--- src/design/tkbc_fifo.sv ---
// small first-in first-out queue of packed words
module tkbc_fifo #(
  parameter int unsigned WIDTH = 8,
  parameter int unsigned DEPTH = 2
) (
  input  logic             clk,
  input  logic             rst,
  input  logic             push,
  input  logic [WIDTH-1:0] wdata,
  output logic             full,
  input  logic             pop,
  output logic [WIDTH-1:0] rdata,
  output logic             empty
);
  localparam int unsigned PW = $clog2(DEPTH);
  localparam int unsigned CW = $clog2(DEPTH + 1);

  logic [WIDTH-1:0] mem [DEPTH];
  logic [PW-1:0]    wr_ptr;
  logic [PW-1:0]    rd_ptr;
  logic [CW-1:0]    count;
  logic             do_push;
  logic             do_pop;

  assign full    = (count == CW'(DEPTH));
  assign empty   = (count == '0);
  assign do_push = push && !full;
  assign do_pop  = pop && !empty;
  assign rdata   = mem[rd_ptr];

  always_ff @(posedge clk) begin
    if (rst) begin
      wr_ptr <= '0;
      rd_ptr <= '0;
      count  <= '0;
    end else begin
      if (do_push) begin
        wr_ptr <= (wr_ptr == PW'(DEPTH - 1)) ? '0 : wr_ptr + 1'b1;
      end
      if (do_pop) begin
        rd_ptr <= (rd_ptr == PW'(DEPTH - 1)) ? '0 : rd_ptr + 1'b1;
      end
      if (do_push && !do_pop) begin
        count <= count + 1'b1;
      end else if (do_pop && !do_push) begin
        count <= count - 1'b1;
      end
    end
  end

  always_ff @(posedge clk) begin
    if (do_push) begin
      mem[wr_ptr] <= wdata;
    end
  end

endmodule

--- config.mk ---
export PLATFORM = sky130hd
export DESIGN_NAME = tkbc_fifo
export DESIGN_NICKNAME = d
export VERILOG_FILES = /design/src/design/tkbc_fifo.sv
export SDC_FILE = /design/constraint.sdc
export NUM_CORES = 1
export LEC_CHECK = 0
export BUFFER_PORTS_ARGS = -buffer_cell sky130_fd_sc_hd__buf_2
export CORE_MARGIN = 3
export CORE_UTILIZATION = 52
export DETAILED_ROUTE_END_ITERATION = 8
export PLACE_DENSITY = 0.79
export SLEW_MARGIN = 20
export SYNTH_ARGS = -nofsm -noshare
export SYNTH_HDL_FRONTEND = slang
export SYNTH_SLANG_ARGS = --single-unit
--- constraint.sdc ---
create_clock -name clk -period 4.04 [get_ports clk]
set_clock_uncertainty 0.1 [all_clocks]
set_input_delay 0.808 -clock clk [delete_from_list [all_inputs] [get_ports clk]]
set_output_delay 0.808 -clock clk [all_outputs]
set_load 0.005 [all_outputs]
**Word level (Yosys, flattened, before mapping)**

Memory sizes are Yosys's and may differ from the RTL's. A register that Yosys moved wholly into a read port is not among the register bits.
Cells that the tools add are included.

- Bits in writable memories: 16
- Output and inout port bits: 10
- Bits of input ports: 12
- Register bits after elaboration: 4
- Memories: 1

Memory list:

| memory | depth | bits a word | read ports | clocked after Yosys merged registers in | wr ports | RTL line | source |
|---|---|---|---|---|---|---|---|
| mem | 2 | 8 | 1 | 1 | 1 | 18 | `logic [WIDTH-1:0] mem [DEPTH];` |

- $add $sub $neg: 4
- Equality and inequality tests: 1
- Reductions and logical operators: 10
- Multiplexer cells: 8

Operators by type and width:

| cell | number |
|---|---|
| 1-bit 2-to-1 mux | 6 |
| 1-bit logical AND | 4 |
| 1-bit logical NOT | 4 |
| 2-bit 2-to-1 mux | 2 |
| 1-bit adder, second input constant | 2 |
| 2-bit by 1-bit adder with 2-bit output, second input constant | 1 |
| 2-bit equality test, second input constant | 1 |
| 2-bit logical NOT | 1 |
| 2-bit nonzero test | 1 |
| 2-bit by 1-bit subtractor with 2-bit output, second input constant | 1 |

**Logic depth before layout (Yosys ltp)**

- Word-level depth: 7
- Gate-level depth with buffers: 6
- Mapped depth without buffers: 6

**Least setup slack after synthesis**

OpenSTA, ideal clock, no wires.

- Path kind: input port to flip-flop
- From: in pop
- To: reg count[1]
- Stages: 4
- Path buffers: 0
- Slack: 2.132 ns
- Arrival: 1.738 ns
- Setup time: 0.070 ns
- Path through: o21ai_0 > ha_1 > or3_1 > a21oi_1

- Longest elaborated chain between the ends: 4
- Elaborated cells between the ends (all ways): 6
- Those cells by class: 1 x mux; 5 x reduce/logical

RTL lines:

| what | RTL line | source |
|---|---|---|
| from (decl) | 11 | `input logic pop,` |
| 1-bit logical AND * | 28 | `assign do_pop = pop && !empty;` |
| 1-bit logical NOT | 43 | `if (do_push && !do_pop) begin` |
| 1-bit logical AND | 43 |  |
| 2-bit 2-to-1 mux or 2-bit nonzero test (tied branches) | n/a |  |
| to (signal assigned) | 44 | `count <= count + 1'b1;` |
| to (signal assigned) | 46 | `count <= count - 1'b1;` |
| to (decl) | 21 | `logic [CW-1:0] count;` |

Every way passes the cells marked *; elsewhere a longest branch is shown, timed or not.
A chain may end at the register's enable or synchronous reset.

==> summary.md <==
| Metric | Value |
|---|---|
| Total wire length | 1.151 mm |
| Register area share after synthesis | 0.7319 |
| Max Slew Vio Count | 0 |
| Setup TNS | 0 ns |
| Worst Setup Start Kind | flop |
| Worst-path clk slew | 0.11 ns |
| Rel. slew slack | 0.7513 |
| Mean Syn Cell Area | around 16 um^2 |
| Routed len/inst | ~13 um |
| Drt first pass iters | 2 |
| First-pass GRT wire length | around 1.8 mm |
| Fraction of layout cells with a size suffix above 1 | 0.4459 |
| GRT Util Overall | 0.1294 |
| Post-Synthesis Cells | 50 |
| Clock sink count | 21 |
| Area grow syn2layout | 18.30% |
| Final Setup Violations | 0 |
| Slowest cell delay on critical path | between 0.5 and 0.6 ns |
| Synthesized Nets | 63 |
| Max Cap Violations | 0 |
| Via density | about 5.2 |
| # diodes | 0 |
| I/O Pins | 22 |
| Placed Area | just over 900 um^2 |
| Post-route cell area | roughly 940 um^2 |
| DRT antenna net count | 0 |
| Via Count | between 400 and 500 |
| Core Area | about 1400 um^2 |
| Instance count on the critical path | 2 |
| Fmax | 442.8 MHz |
| Critical setup path kind | reg2out |
| Synth Flop Type | edfxtp_1 |
| RSZ-0062 raised after global routing | no |
| NumNets Final | 88 |
| Placer congestion estimate | around 0.65 |
| Post-synth top area share | 0.6057 |
| Die area | ~2000 um^2 |
| CTS buffer count | 3 |
| Met2 wire length | 608 um |
| Count of state elements after synthesis | 21 |
| CP cell instances | mux2_2, buf_2 |
| Initial antenna violation count | 0 |
| CTS tree | done |
| Largest net degree at the start of global routing | 12 |
| Library cells used by synthesis | 13 |
| CP delay by family, top | flip-flops |
| Grt ovf | 0 |
| Iter 0 DRT Violations | 4 |
| Synth Cell Area | 793.3 um^2 |
| Rows | 13 |
| Initial Util | 0.5806 |
| Worst path required time | ~3.1 ns |
| Post-DP HPWL | 887.1 um |
| Yosys warns | 0 |
| Die width | approximately 45 um |
| Worst Path Buf+Inv | 1 |
| Leak | 0.3780 nW |
| Cell Pwr Density | between 500 and 600 nW/um^2 |
| Root Buffer | clkbuf_4 |
| HP Class | reg2reg |
| Post-route DRC | 0 |
| Post-synth top cells | edfxtp_1, mux2_2, dfxtp_1, nor2_1 |
| Cell with the most instances after synthesis | edfxtp_1 |
| Slew @ Worst Pin | approximately 0.37 ns |
| Cell at the slowest stage of the critical path | dfxtp_1 |
| Worst Path Max Fanout | 8 |
| CTS resizes | 0 |
| Port bufs | 21 |
| M1 WL | ~460 um |
| WL met3 | slightly below 70 um |
| Post-route minimum period | ~2.3 ns |
| Asr flop ratio synth | 0 |
| Status | complete, no violations |
| Worst-Skew Late Latency | around 0.29 ns |
| Post-route core utilization | 0.6868 |
| Vias in the first global route | about 430 |
| Hold buffers post-CTS | 0 |
| Top Metal Used | met4 |
| Hold Vio Cnt, Final | 0 |
| Yosys top cell by area | edfxtp_1 |
| Top cells by area, synth | edfxtp_1, dfxtp_1, mux2_2 |
| Crit end category | output port |
| Max Root-Sink Buffers | 2 |
| Final cycle utilization of the critical path | 0.5590 |
| Number of H-tree levels | 1 |
| Post-CTS Repair Setup Buffers | 0 |
| R2R cell count | 4 |
| Die Ht | roughly 45 um |
| Worst endpoint data arrival time | around 1.4 ns |
| Worst hold path depth | 2 |
| Peak supply drop | between 300 and 400 uV |
| Post-synth EDFFs | 16 |
-- cell families (layout without fill, tap and decap cells) --
kind of cell / after synthesis / after routing / synth area share
buf+inv: 3 / 27 / 0.01577
fa+ha+maj: 1 / 1 / 0.01577
simple gates: 9 / 9 / 0.05837
flops: 21 / 21 / 0.7319
compound gates: 5 / 5 / 0.03154
xor+xnor: 3 / 3 / 0.03313
mux: 8 / 8 / 0.1136
-- power breakdown --
| part | internal [W] | total (W) | switching [W] |
|---|---|---|---|
| logic | 0.0000839 | 0.000154 | 0.0000699 |
| clock network | 0.0000383 | 0.0000929 | 0.0000546 |
| registers | 0.000276 | 0.000304 | 0.0000285 |
| total | 0.000398 | 0.000551 | 0.000153 |
-- through the flow --
stage	hold slack [ns]	cells	total power, W	setup slack (ns)
after CTS	0.3961	89	0.0005569	1.762
after global placement	0.3706	85	0.0004577	2.030
after floorplan	0.3516	50	0.0004064	2.132
final	0.3886	89	0.0005508	1.782
after detailed placement	0.3816	85	0.0004661	1.992
after global routing	0.4293	89	0.0005853	1.712
-- cells in the final DEF (no fill, tap or decap) --
master,n
buf_2,21
edfxtp_1,16
mux2_2,8
nor2_1,5
dfxtp_1,5
o21ai_0,3
xor2_1,3
clkbuf_4,3
inv_1,2
or3_1,2
a21oi_1,2
nor2b_2,1
and2_1,1
ha_1,1
clkbuf_1,1
-- registers in the layout, summed over array words and instances, names as in the netlist, named ones only --
| name | flops |
|---|---|
| rd_ptr | 1 |
| mem | 16 |
| count | 2 |
| wr_ptr | 1 |
-- worst paths after layout --
path              slack [ns]     start        to
hold reg to reg         0.39    wr_ptr    wr_ptr
hold / removal          0.39    wr_ptr    wr_ptr
setup / recovery        1.78      flop  rdata[1]
setup reg to reg        2.38  count[0]  count[1]
-- routing by layer --
layer  GRT usage  vias to the layer above
li1            -                      229
met1      0.1451                      215
met2      0.2260                       14
met3     0.02789                        2
met4     0.07018                        0
met5           0                        -
-- cell type report --
cell class	instances	area [um^2]
Fill cell	104	427.9
Inverter	2	7.507
Sequential cell	21	580.6
Timing Repair Buffer	21	105.1
Multi-Input combinational cell	26	200.2
Tap cell	15	18.77
Clock buffer	4	26.28
-- worst reg2reg max path, cell delays in order, from the launching register on --
cell,delay [ns]
dfxtp_1,0.38
o21ai_0,0.30
ha_1,0.32
or3_1,0.38
a21oi_1,0.14
(Power assumes the default switching activity.)
