[config.mk]
export PLATFORM = sky130hd
export DESIGN_NAME = tkbc_front
export DESIGN_NICKNAME = d
export VERILOG_FILES = /design/src/design/tkbc_pkg.sv /design/src/design/tkbc_front.sv
export SDC_FILE = /design/constraint.sdc
export NUM_CORES = 1
export LEC_CHECK = 0
export BUFFER_PORTS_ARGS = -buffer_cell sky130_fd_sc_hd__buf_2
export CAP_MARGIN = 20
export CORE_MARGIN = 8
export CORE_UTILIZATION = 49
export DETAILED_ROUTE_END_ITERATION = 8
export PLACE_DENSITY = 0.76
export SETUP_SLACK_MARGIN = 0.3
export SLEW_MARGIN = 20
export SYNTH_ARGS = -nofsm -noshare
export SYNTH_HDL_FRONTEND = slang
export SYNTH_SLANG_ARGS = --single-unit
[constraint.sdc]
create_clock -name clk -period 1.5 [get_ports clk]
set_input_delay 0.225 -clock clk [delete_from_list [all_inputs] [get_ports clk]]
set_output_delay 0.225 -clock clk [all_outputs]
set_load 0.01 [all_outputs]
[src/design/tkbc_pkg.sv]
// shared types and constants of the table keystream byte cipher
package tkbc_pkg;

  localparam int unsigned BYTE_W   = 8;
  localparam int unsigned CFG_IDX_W = 3;

  typedef enum logic [1:0] {
    ACT_INIT    = 2'd0,
    ACT_ENCRYPT = 2'd1,
    ACT_DECRYPT = 2'd2,
    ACT_UNUSED  = 2'd3
  } action_t;

  typedef enum logic [CFG_IDX_W-1:0] {
    CFG_COEF_A_FIRST  = 3'd0,
    CFG_COEF_B_FIRST  = 3'd1,
    CFG_COEF_C_FIRST  = 3'd2,
    CFG_SEED_FIRST    = 3'd3,
    CFG_COEF_A_SECOND = 3'd4,
    CFG_COEF_B_SECOND = 3'd5,
    CFG_COEF_C_SECOND = 3'd6,
    CFG_SEED_SECOND   = 3'd7
  } cfg_index_t;

  typedef enum logic [3:0] {
    BK_IDLE,
    BK_READ,
    BK_MUL,
    BK_FIN,
    BK_SQ,
    BK_STEP,
    BK_XRD,
    BK_XWR,
    BK_ACK
  } back_state_t;

  typedef struct packed {
    logic [1:0]        action;
    logic [BYTE_W-1:0] data_byte;
    logic              first_of_message;
    logic              last_of_message;
    logic              keep_advance;
  } in_item_t;

  typedef struct packed {
    logic [BYTE_W-1:0] result_byte;
    logic              is_data;
  } result_t;

  typedef struct packed {
    logic [BYTE_W-1:0] coef_a_first;
    logic [BYTE_W-1:0] coef_b_first;
    logic [BYTE_W-1:0] coef_c_first;
    logic [BYTE_W-1:0] seed_first;
    logic [BYTE_W-1:0] coef_a_second;
    logic [BYTE_W-1:0] coef_b_second;
    logic [BYTE_W-1:0] coef_c_second;
    logic [BYTE_W-1:0] seed_second;
  } cfg_t;

  typedef struct packed {
    action_t           kind;
    logic [BYTE_W-1:0] data_byte;
    logic [BYTE_W-1:0] p1;
    logic [BYTE_W-1:0] p2;
  } cmd_t;

endpackage

[src/design/tkbc_front.sv]
// front end: classifies requests and steps the message positions
module tkbc_front (
  input  logic              clk,
  input  logic              rst,
  input  logic              accept,
  input  tkbc_pkg::in_item_t item,
  output tkbc_pkg::cmd_t    cmd
);
  import tkbc_pkg::*;

  logic [BYTE_W-1:0] inner;
  logic [BYTE_W-1:0] outer;
  logic [BYTE_W-1:0] saved_inner;
  logic [BYTE_W-1:0] saved_outer;
  logic [BYTE_W-1:0] base_inner;
  logic [BYTE_W-1:0] base_outer;
  action_t           kind;

  assign kind       = action_t'(item.action);
  assign base_inner = item.first_of_message ? inner : saved_inner;
  assign base_outer = item.first_of_message ? outer : saved_outer;

  always_comb begin
    cmd.kind      = kind;
    cmd.data_byte = item.data_byte;
    cmd.p1        = inner;
    cmd.p2        = outer;
  end

  always_ff @(posedge clk) begin
    if (rst) begin
      inner       <= '0;
      outer       <= '0;
      saved_inner <= '0;
      saved_outer <= '0;
    end else if (accept) begin
      case (kind)
        ACT_INIT: begin
          inner       <= '0;
          outer       <= '0;
          saved_inner <= '0;
          saved_outer <= '0;
        end
        ACT_ENCRYPT, ACT_DECRYPT: begin
          saved_inner <= base_inner;
          saved_outer <= base_outer;
          if (item.last_of_message && !item.keep_advance) begin
            inner <= base_inner;
            outer <= base_outer;
          end else begin
            inner <= inner + 1'b1;
            if (inner == '1) begin
              outer <= outer + 1'b1;
            end
          end
        end
        default: begin
        end
      endcase
    end
  end

endmodule

# After elaboration in Yosys (flattened, before gate mapping)
# Index checks and enable logic that the tools add are counted.
[totals] out_inout_bits=26 input_bits=16 regBits=32 elab_cells=26
[classes] mux=9 reduce_logical=7 n_addsub=2 n_eq_ne=4
[op_table] op="one-hot mux 8 bit (2 select lines)" count=4
[op_table] op="two-way mux 8 bit" count=5
[op_table] op="adder 8 x 1 -> 8 bit, second input constant" count=2
[op_table] op="== test 8 bit, second input constant" count=1
[op_table] op="!= test 3 bit, second input constant" count=1
[op_table] op="AND reduction 3 bit" count=1
[op_table] op="== test 2 x 1 -> 1 bit, second input constant" count=1
[op_table] op="== test 2 bit, second input constant" count=1
[op_table] op="zero test 2 bit" count=1
[op_table] op="AND reduction 2 bit" count=1
[op_table] op="nonzero test 2 bit" count=1
[op_table] op="OR reduction 2 bit" count=1
[op_table] op="logical AND 1 bit" count=1
[op_table] op="zero test 1 bit" count=1

# Logic depth before layout (Yosys ltp)
# Gate-level depths: netlist of the first run.
[depth] word_depth=4 ltp_mapped=8

# Worst setup path before layout of the first run
# OpenSTA, ideal clock, no wires.
[synth_timing] path_kind="register to register" start="register inner[0]" end="register outer[0]" required_time_ps=1369 slack_ps=-122 stages_incl_launch_ff=6 t_arrival_ps=1491 path_cell_list="dfxtp_1 -> ha_1 -> nand4_4 -> o211a_4 -> o311ai_2 -> o31ai_1"
[synth_between] elab_chain_len=3
[synth_rtl] item="start: declaration" line="tkbc_front.sv:11" rtl="logic [BYTE_W-1:0] inner;"
[synth_rtl] item="start signal: assignment" line="tkbc_front.sv:48" rtl="inner <= base_inner;"
[synth_rtl] item="start signal: assignment" line="tkbc_front.sv:51" rtl="inner <= inner + 1'b1;"
[synth_rtl] item="== test 8 bit" line="tkbc_front.sv:52" rtl="if (inner == '1) begin"
[synth_rtl] item="!= test 3 bit (no source line)"
[synth_rtl] item="AND reduction 3 bit (no source line)"
[synth_rtl] item="end signal: assignment" line="tkbc_front.sv:49" rtl="outer <= base_outer;"
[synth_rtl] item="end signal: assignment" line="tkbc_front.sv:53" rtl="outer <= outer + 1'b1;"
[synth_rtl] item="end: declaration" line="tkbc_front.sv:12" rtl="logic [BYTE_W-1:0] outer;"
# No other way between the ends.
# A chain may end at the register's enable or synchronous reset.

# Worst setup path after layout of the first run
[layout_timing] start="register inner[0]" end="register outer[2]"
# The elaborated chain is that of the path after synthesis.

==> results of run 1 <==
worst max path at each step:
stage,to,slack [ps],cells after the start
2_1_floorplan,outer[0],170,5
3_3_place_gp,saved_inner[4],10,8
3_5_place_dp,saved_inner[1],-10,8
4_1_cts,outer[4],100,5
5_1_grt,outer[2],20,5
6_report,outer[2],30,5
metrics by stage:
step / area [um^2] / utilization, % / std cells
4_1_cts: 2460 / 63.3 / 312
2_1_floorplan: 2120 / - / 229
3_5_place_dp: 2300 / 59.1 / 300
6_report: 2640 / 68.0 / 321
5_1_grt: 2640 / 68.0 / 321
3_3_place_gp: 2300 / 59.1 / 300
layout make-up:
cell class	instances	area [um^2]
Clock inverter	1	3.75
Tap cell	50	62.6
Inverter	12	65.1
Fill cell	302	1240
Sequential cell	32	689
Clock buffer	7	76.3
Multi-Input combinational cell	159	1250
Timing Repair Buffer	60	489
worst reg2reg max path, delay by kind of cell, from the launching register on:
family	cells	cell delay [ps]
fa+ha+maj	1	150
simple gates	1	110
flops	1	370
compound gates	3	700
repair_timing:
item | in CTS | in global routing
setup endpoints to repair | 23 | 30
setup buffers | 4 | 9
gates resized for setup | 10 | 31
gates cloned | 0 | 0
pin swaps | 6 | 16
cell usage in the layout, fill, tap and decap left out, types with 7 or more instances in the layout:
| cell | count |
|---|---|
| sky130_fd_sc_hd__mux2i_1 | 9 |
| sky130_fd_sc_hd__buf_2 | 23 |
| sky130_fd_sc_hd__a22oi_2 | 10 |
| sky130_fd_sc_hd__buf_4 | 24 |
| sky130_fd_sc_hd__buf_6 | 7 |
| sky130_fd_sc_hd__inv_1 | 9 |
| sky130_fd_sc_hd__nand2_1 | 13 |
| sky130_fd_sc_hd__dfxtp_4 | 13 |
| sky130_fd_sc_hd__o21ai_0 | 8 |
| sky130_fd_sc_hd__a21oi_1 | 10 |
| sky130_fd_sc_hd__nor2_1 | 22 |
| sky130_fd_sc_hd__nand3_1 | 9 |
| sky130_fd_sc_hd__dfxtp_1 | 19 |
report_power, final:
group          internal [uW]  switching, uW
Clock                    323            321
Combinational            162            195
Sequential               840           14.7
Total                   1330            532
flip-flops by register name, summed over array words and instances (netlist names):
signal,count
inner,8
outer,8
saved_inner,8
saved_outer,8
metal layers:
layer	vias to the layer above	routed length (um)	GRT usage (%)
li1	923	-	-
met1	945	2440	20.8
met2	77	2790	25.4
met3	10	315	3.50
met4	0	84	6.85
met5	-	0	0
cell families (layout without fill, tap and decap cells):
group	Yosys count	count (layout)	synth area share [%]
flops	32	32	33.2
fa+ha+maj	4	4	2.59
simple gates	72	72	19.8
compound gates	72	72	26.8
mux	11	11	5.83
buf+inv	38	80	11.9
==> impl_summary.log, run 1 <==
INFO  metric insertedDiodeCount = 0
INFO  metric fmax = 680 MHz
INFO  metric first_global_vias = 1703
INFO  metric setup.worst_path.class = flip-flop to flip-flop
INFO  metric placement.io_buffers = 25
INFO  metric regToRegStartpoint = inner[0]
INFO  metric whs_endpoint = saved_outer[2]
INFO  metric slew_viol_final = 0
INFO  metric netlist_instances = 229
INFO  metric cp-end-kind = flip-flop
INFO  metric r2r_setup_slack = 30 ps
INFO  metric crit_chain = ha_4 > nand4_4 > o211a_4 > a311oi_1 > o32ai_1
INFO  metric clock_insertion_delay_worst_skew = 290 ps
INFO  metric post_drt_via_cell_ratio = 6.09
INFO  metric area_of_the_die = 6210 um^2
INFO  metric synth.top_cells.by_count = sky130_fd_sc_hd__dfxtp_1 (32), sky130_fd_sc_hd__nor2_1 (23), sky130_fd_sc_hd__a22oi_1 (15), sky130_fd_sc_hd__nand2_1 (15), sky130_fd_sc_hd__a21oi_1 (14)
INFO  metric critical_path.n_buffers_inverters = 0
INFO  metric syn-num-nets = 249
INFO  metric fin_ws = 29.5 ps
INFO  metric timing.critical_path.from = inner[0]
INFO  metric design.core.area = 3880 um^2
INFO  metric cp.required = 1650 ps
INFO  metric worst_setup_path_start_kind = flip-flop
INFO  metric final.setup.tns = 0 ps
INFO  metric overflow = 0
INFO  metric critical_path.slowest_cell = sky130_fd_sc_hd__dfxtp_4
INFO  metric drt-wirelength-per-cell = 17.5 um
INFO  metric layout_worst_path_cycle_share = 98.0%
INFO  metric final_hold_viol_count = 0
INFO  metric initial_utilization = 49.7%
INFO  metric path_max_fanout = 5
INFO  metric die_y = 78.8 um
INFO  metric tightest_slew = 485 ps
INFO  metric post_synth_main_area_contributors = sky130_fd_sc_hd__dfxtp_1 (33%), sky130_fd_sc_hd__a22oi_1 (5.8%), sky130_fd_sc_hd__buf_4 (5.1%), sky130_fd_sc_hd__mux2i_1 (4.7%), sky130_fd_sc_hd__nor2_1 (4.5%)
INFO  metric num_vias = 1955
INFO  metric antenna_violations_before_repair = 0
INFO  metric cts.path.max_buffers = 2
INFO  metric drive_above_1_share = 44.3%
INFO  metric cts.reportedPaths.clkPinSlew = 70 ps
INFO  metric ys_types = 55
INFO  metric finish.net_count = 290
INFO  metric dominant_delay_contributor_by_cell_family_on_the_critical_path = compound AO/OA/AOI/OAI gates
INFO  metric seq_area_frac_synth = 33.2%
INFO  metric synth_top_area_share = 33.2%
INFO  metric leakagePower = 0.00103 uW
INFO  metric yosys_most_used_dff = sky130_fd_sc_hd__dfxtp_1
INFO  metric holdPathStages = 2
INFO  metric crit-reg2reg-capture = outer[2]
INFO  metric worstRegToRegCells = 5
INFO  metric hold_buffers = 0
INFO  metric holdCritStartpoint = rst
INFO  metric detail-route-antenna-nets = 0
INFO  metric yosysWarnings = 0
INFO  metric yosys.area.top_type = sky130_fd_sc_hd__dfxtp_1
INFO  metric place_hpwl = 3580 um
INFO  metric post_synth_instance_area = 1930 um^2
INFO  metric synth_seq_cells = 32
INFO  metric synthToLayoutAreaGrowth = 36.7%
INFO  metric dp_worst_setup_slack = -10.3 ps
INFO  metric outcome = finished clean
INFO  metric max_cap_violations = 0
INFO  metric grt_pass1_wl = 8250 um
INFO  metric num_rows = 23
INFO  metric drt_first_iter_violations = 250
INFO  metric totalPowerFinal = 1860 uW
INFO  metric fin_hold_ws = 257 ps
INFO  metric post_synth_edffs = 0
INFO  metric grt_setup_unrepaired = true
INFO  metric slew_headroom = 67.7%
INFO  metric async_flop_share = 0%
INFO  metric hold_path_class = input port to flip-flop
INFO  metric gr-usage-all-layers = 16.1%
INFO  metric drt-total-wl = 5630 um
INFO  metric gp_congestion = 0.889
INFO  metric pin_count_of_the_biggest_net_entering_global_routing = 19
INFO  metric drt_pass1_iterations = 4
INFO  metric timing.final.setup_violations = 0
INFO  metric worst_ep_arrival_time = 1620 ps
INFO  metric tritoncts_clock_tree = done
INFO  metric p_per_area = 703 nW/um^2
INFO  metric cts_buffers = 5
INFO  metric cts_htree_levels = 2
INFO  metric clk_sinks = 32
INFO  metric drc = 0
INFO  metric critical_path.max_stage_delay = 370 ps
INFO  metric vdd_drop_max = 0.000481 V
INFO  metric synth_most_common_cell = sky130_fd_sc_hd__dfxtp_1
INFO  metric fp.dieW = 78.8 um
INFO  metric cts_root_buf = sky130_fd_sc_hd__clkbuf_8
INFO  metric fin_crit = 1470 ps
INFO  metric post_synth.cell_area_avg = 8.44 um^2
INFO  metric finalClockSkew = 3.52 ps
INFO  metric floorplan.io_pins = 42
Note: power is estimated with default switching activity, not from simulation.
==> inputs of run 2 (changes only) <==
==> constraint.sdc (replaced) <==
create_clock -name clk -period 1.5 [get_ports clk]
set_input_delay 0.075 -clock clk [delete_from_list [all_inputs] [get_ports clk]]
set_output_delay 0.075 -clock clk [all_outputs]
set_load 0.01 [all_outputs]
==> impl_summary.log, run 2 (synthesized netlist as in run 1, its figures left out) <==
INFO  metric place_hpwl = 3560 um
INFO  metric finalClockSkew = 6.86 ps
INFO  metric design.core.area = 3880 um^2
INFO  metric crit_chain = ha_4 > nand4_4 > o211a_4 > o21ai_4 > o221ai_1
INFO  metric max_cap_violations = 0
INFO  metric worst_ep_arrival_time = 1560 ps
INFO  metric antenna_violations_before_repair = 0
INFO  metric area_of_the_die = 6210 um^2
INFO  metric cts.path.max_buffers = 2
INFO  metric whs_endpoint = outer[1]
INFO  metric drt_pass1_iterations = 4
INFO  metric drive_above_1_share = 37.1%
INFO  metric grt_setup_unrepaired = true
INFO  metric drt-wirelength-per-cell = 16.7 um
INFO  metric final_hold_viol_count = 0
INFO  metric fp.dieW = 78.8 um
INFO  metric fill_cell_total_of_the_finished_layout = 335
INFO  metric final_cell_mix = sky130_fd_sc_hd__buf_2 (25), sky130_fd_sc_hd__buf_4 (25), sky130_fd_sc_hd__nor2_1 (23)
INFO  metric clock_insertion_delay_worst_skew = 280 ps
INFO  metric leakagePower = 0.000949 uW
INFO  metric worstRegToRegCells = 5
INFO  metric dpl-instance-area = 2150 um^2
INFO  metric timing.final.setup_violations = 0
INFO  metric detail-route-antenna-nets = 0
INFO  metric fmax = 708 MHz
INFO  metric cp.required = 1650 ps
INFO  metric tritoncts_clock_tree = done
INFO  metric overflow = 0
INFO  metric insertedDiodeCount = 0
INFO  metric p_per_area = 745 nW/um^2
INFO  metric numPlacedInstances = 298
INFO  metric drc = 0
INFO  metric num_rows = 23
INFO  metric cts.reportedPaths.clkPinSlew = 70 ps
INFO  metric drt_first_iter_violations = 182
INFO  metric first_global_vias = 1843
INFO  metric synthToLayoutAreaGrowth = 23.4%
INFO  metric tightest_slew = 533 ps
INFO  metric post_layout_nonfiller_instances = 314
INFO  metric critical_path.max_stage_delay = 360 ps
INFO  metric setup.worst_path.class = flip-flop to flip-flop
INFO  metric die_y = 78.8 um
INFO  metric floorplan.io_pins = 42
INFO  metric dp_worst_setup_slack = 36.3 ps
INFO  metric finish.net_count = 283
INFO  metric grt_pass1_wl = 8480 um
INFO  metric layout_worst_path_cycle_share = 94.1%
INFO  metric clk_sinks = 32
INFO  metric drt-total-wl = 5240 um
INFO  metric outcome = finished clean
INFO  metric post_drt_via_cell_ratio = 5.85
INFO  metric critical_path.slowest_cell = sky130_fd_sc_hd__dfxtp_4
INFO  metric worst_setup_path_start_kind = flip-flop
INFO  metric r2r_setup_slack = 90 ps
INFO  metric placement.io_buffers = 25
INFO  metric slew_headroom = 64.3%
INFO  metric fin_crit = 1410 ps
INFO  metric final_instance_area = 2380 um^2
INFO  metric holdPathStages = 2
INFO  metric fin_ws = 88.0 ps
INFO  metric cts_htree_levels = 2
INFO  metric cp-end-kind = flip-flop
INFO  metric crit-reg2reg-capture = outer[6]
INFO  metric path_max_fanout = 5
INFO  metric cts_root_buf = sky130_fd_sc_hd__clkbuf_8
INFO  metric regToRegStartpoint = inner[1]
INFO  metric cts_buffers = 5
INFO  metric holdCritStartpoint = rst
INFO  metric gr-usage-all-layers = 16.7%
INFO  metric initial_utilization = 49.7%
INFO  metric final.setup.tns = 0 ps
INFO  metric num_vias = 1836
INFO  metric hold_path_class = input port to flip-flop
INFO  metric slew_viol_final = 0
INFO  metric totalPowerFinal = 1780 uW
INFO  metric vdd_drop_max = 0.000512 V
INFO  metric pin_count_of_the_biggest_net_entering_global_routing = 20
INFO  metric hold_buffers = 0
INFO  metric gp_congestion = 0.865
[run 2: cell count changes in the layout (fill, tap and decap cells not counted), sizes merged]
cell	previous run	this run
buf	60	53
[run 2: worst max-delay path by stage]
stage	startpoint	endpoint	slack, ps	cells past startpoint
finish	inner[1]	outer[6]	90	5
global route	inner[1]	outer[4]	50	5
CTS	inner[1]	outer[3]	120	5
detailed placement	item[11]	outer[6]	40	6
global placement	item[11]	outer[3]	60	7
floorplan	inner[1]	outer[0]	170	5
[run 2: area by class of cell]
type | instances | area (um^2) | share of cell area [%]
repair buffers | 53 | 355 | 14.9
multi-input cells | 159 | 1170 | 49.0
well taps | 50 | 62.6 | 2.62
flip-flops and latches | 32 | 674 | 28.3
clock inverters | 1 | 3.75 | 0.157
inverters | 12 | 45.0 | 1.89
clock buffers | 7 | 76.3 | 3.20
[run 2: worst max-delay path, delay by kind of cell, from the launching register on]
kind	cells	cell delay, ps
fa+ha+maj	1	140
simple gates	1	120
compound gates	3	660
flops	1	360
[run 2: repair_timing]
action	in CTS	in global routing
endpoints found under the setup margin	9	13
pin swaps	1	5
resized for setup	12	14
setup buffers	3	5
[run 2: per-stage QoR]
| stage | utilization, % | hold slack, ps |
|---|---|---|
| after floorplan | - | 241 |
| after global placement | 55.4 | 150 |
| after detailed placement | 55.4 | 150 |
| after CTS | 59.1 | 96.9 |
| after global routing | 61.4 | 105 |
| final | 61.4 | 93.9 |
[run 2: where the power goes]
group | leakage [uW] | switching [uW] | internal [uW]
logic | 0.000643 | 166 | 115
registers | 0.000267 | 14.9 | 850
clock network | 0.0000399 | 307 | 323
total | 0.000949 | 488 | 1290
[run 2: per-layer routing]
metal,vias up,global-route usage (%),share of wire (%)
met5,-,0,0
met4,0,7.04,2.1
met3,12,3.84,5.9
met2,53,28.5,48
met1,868,19.6,44
li1,903,-,-
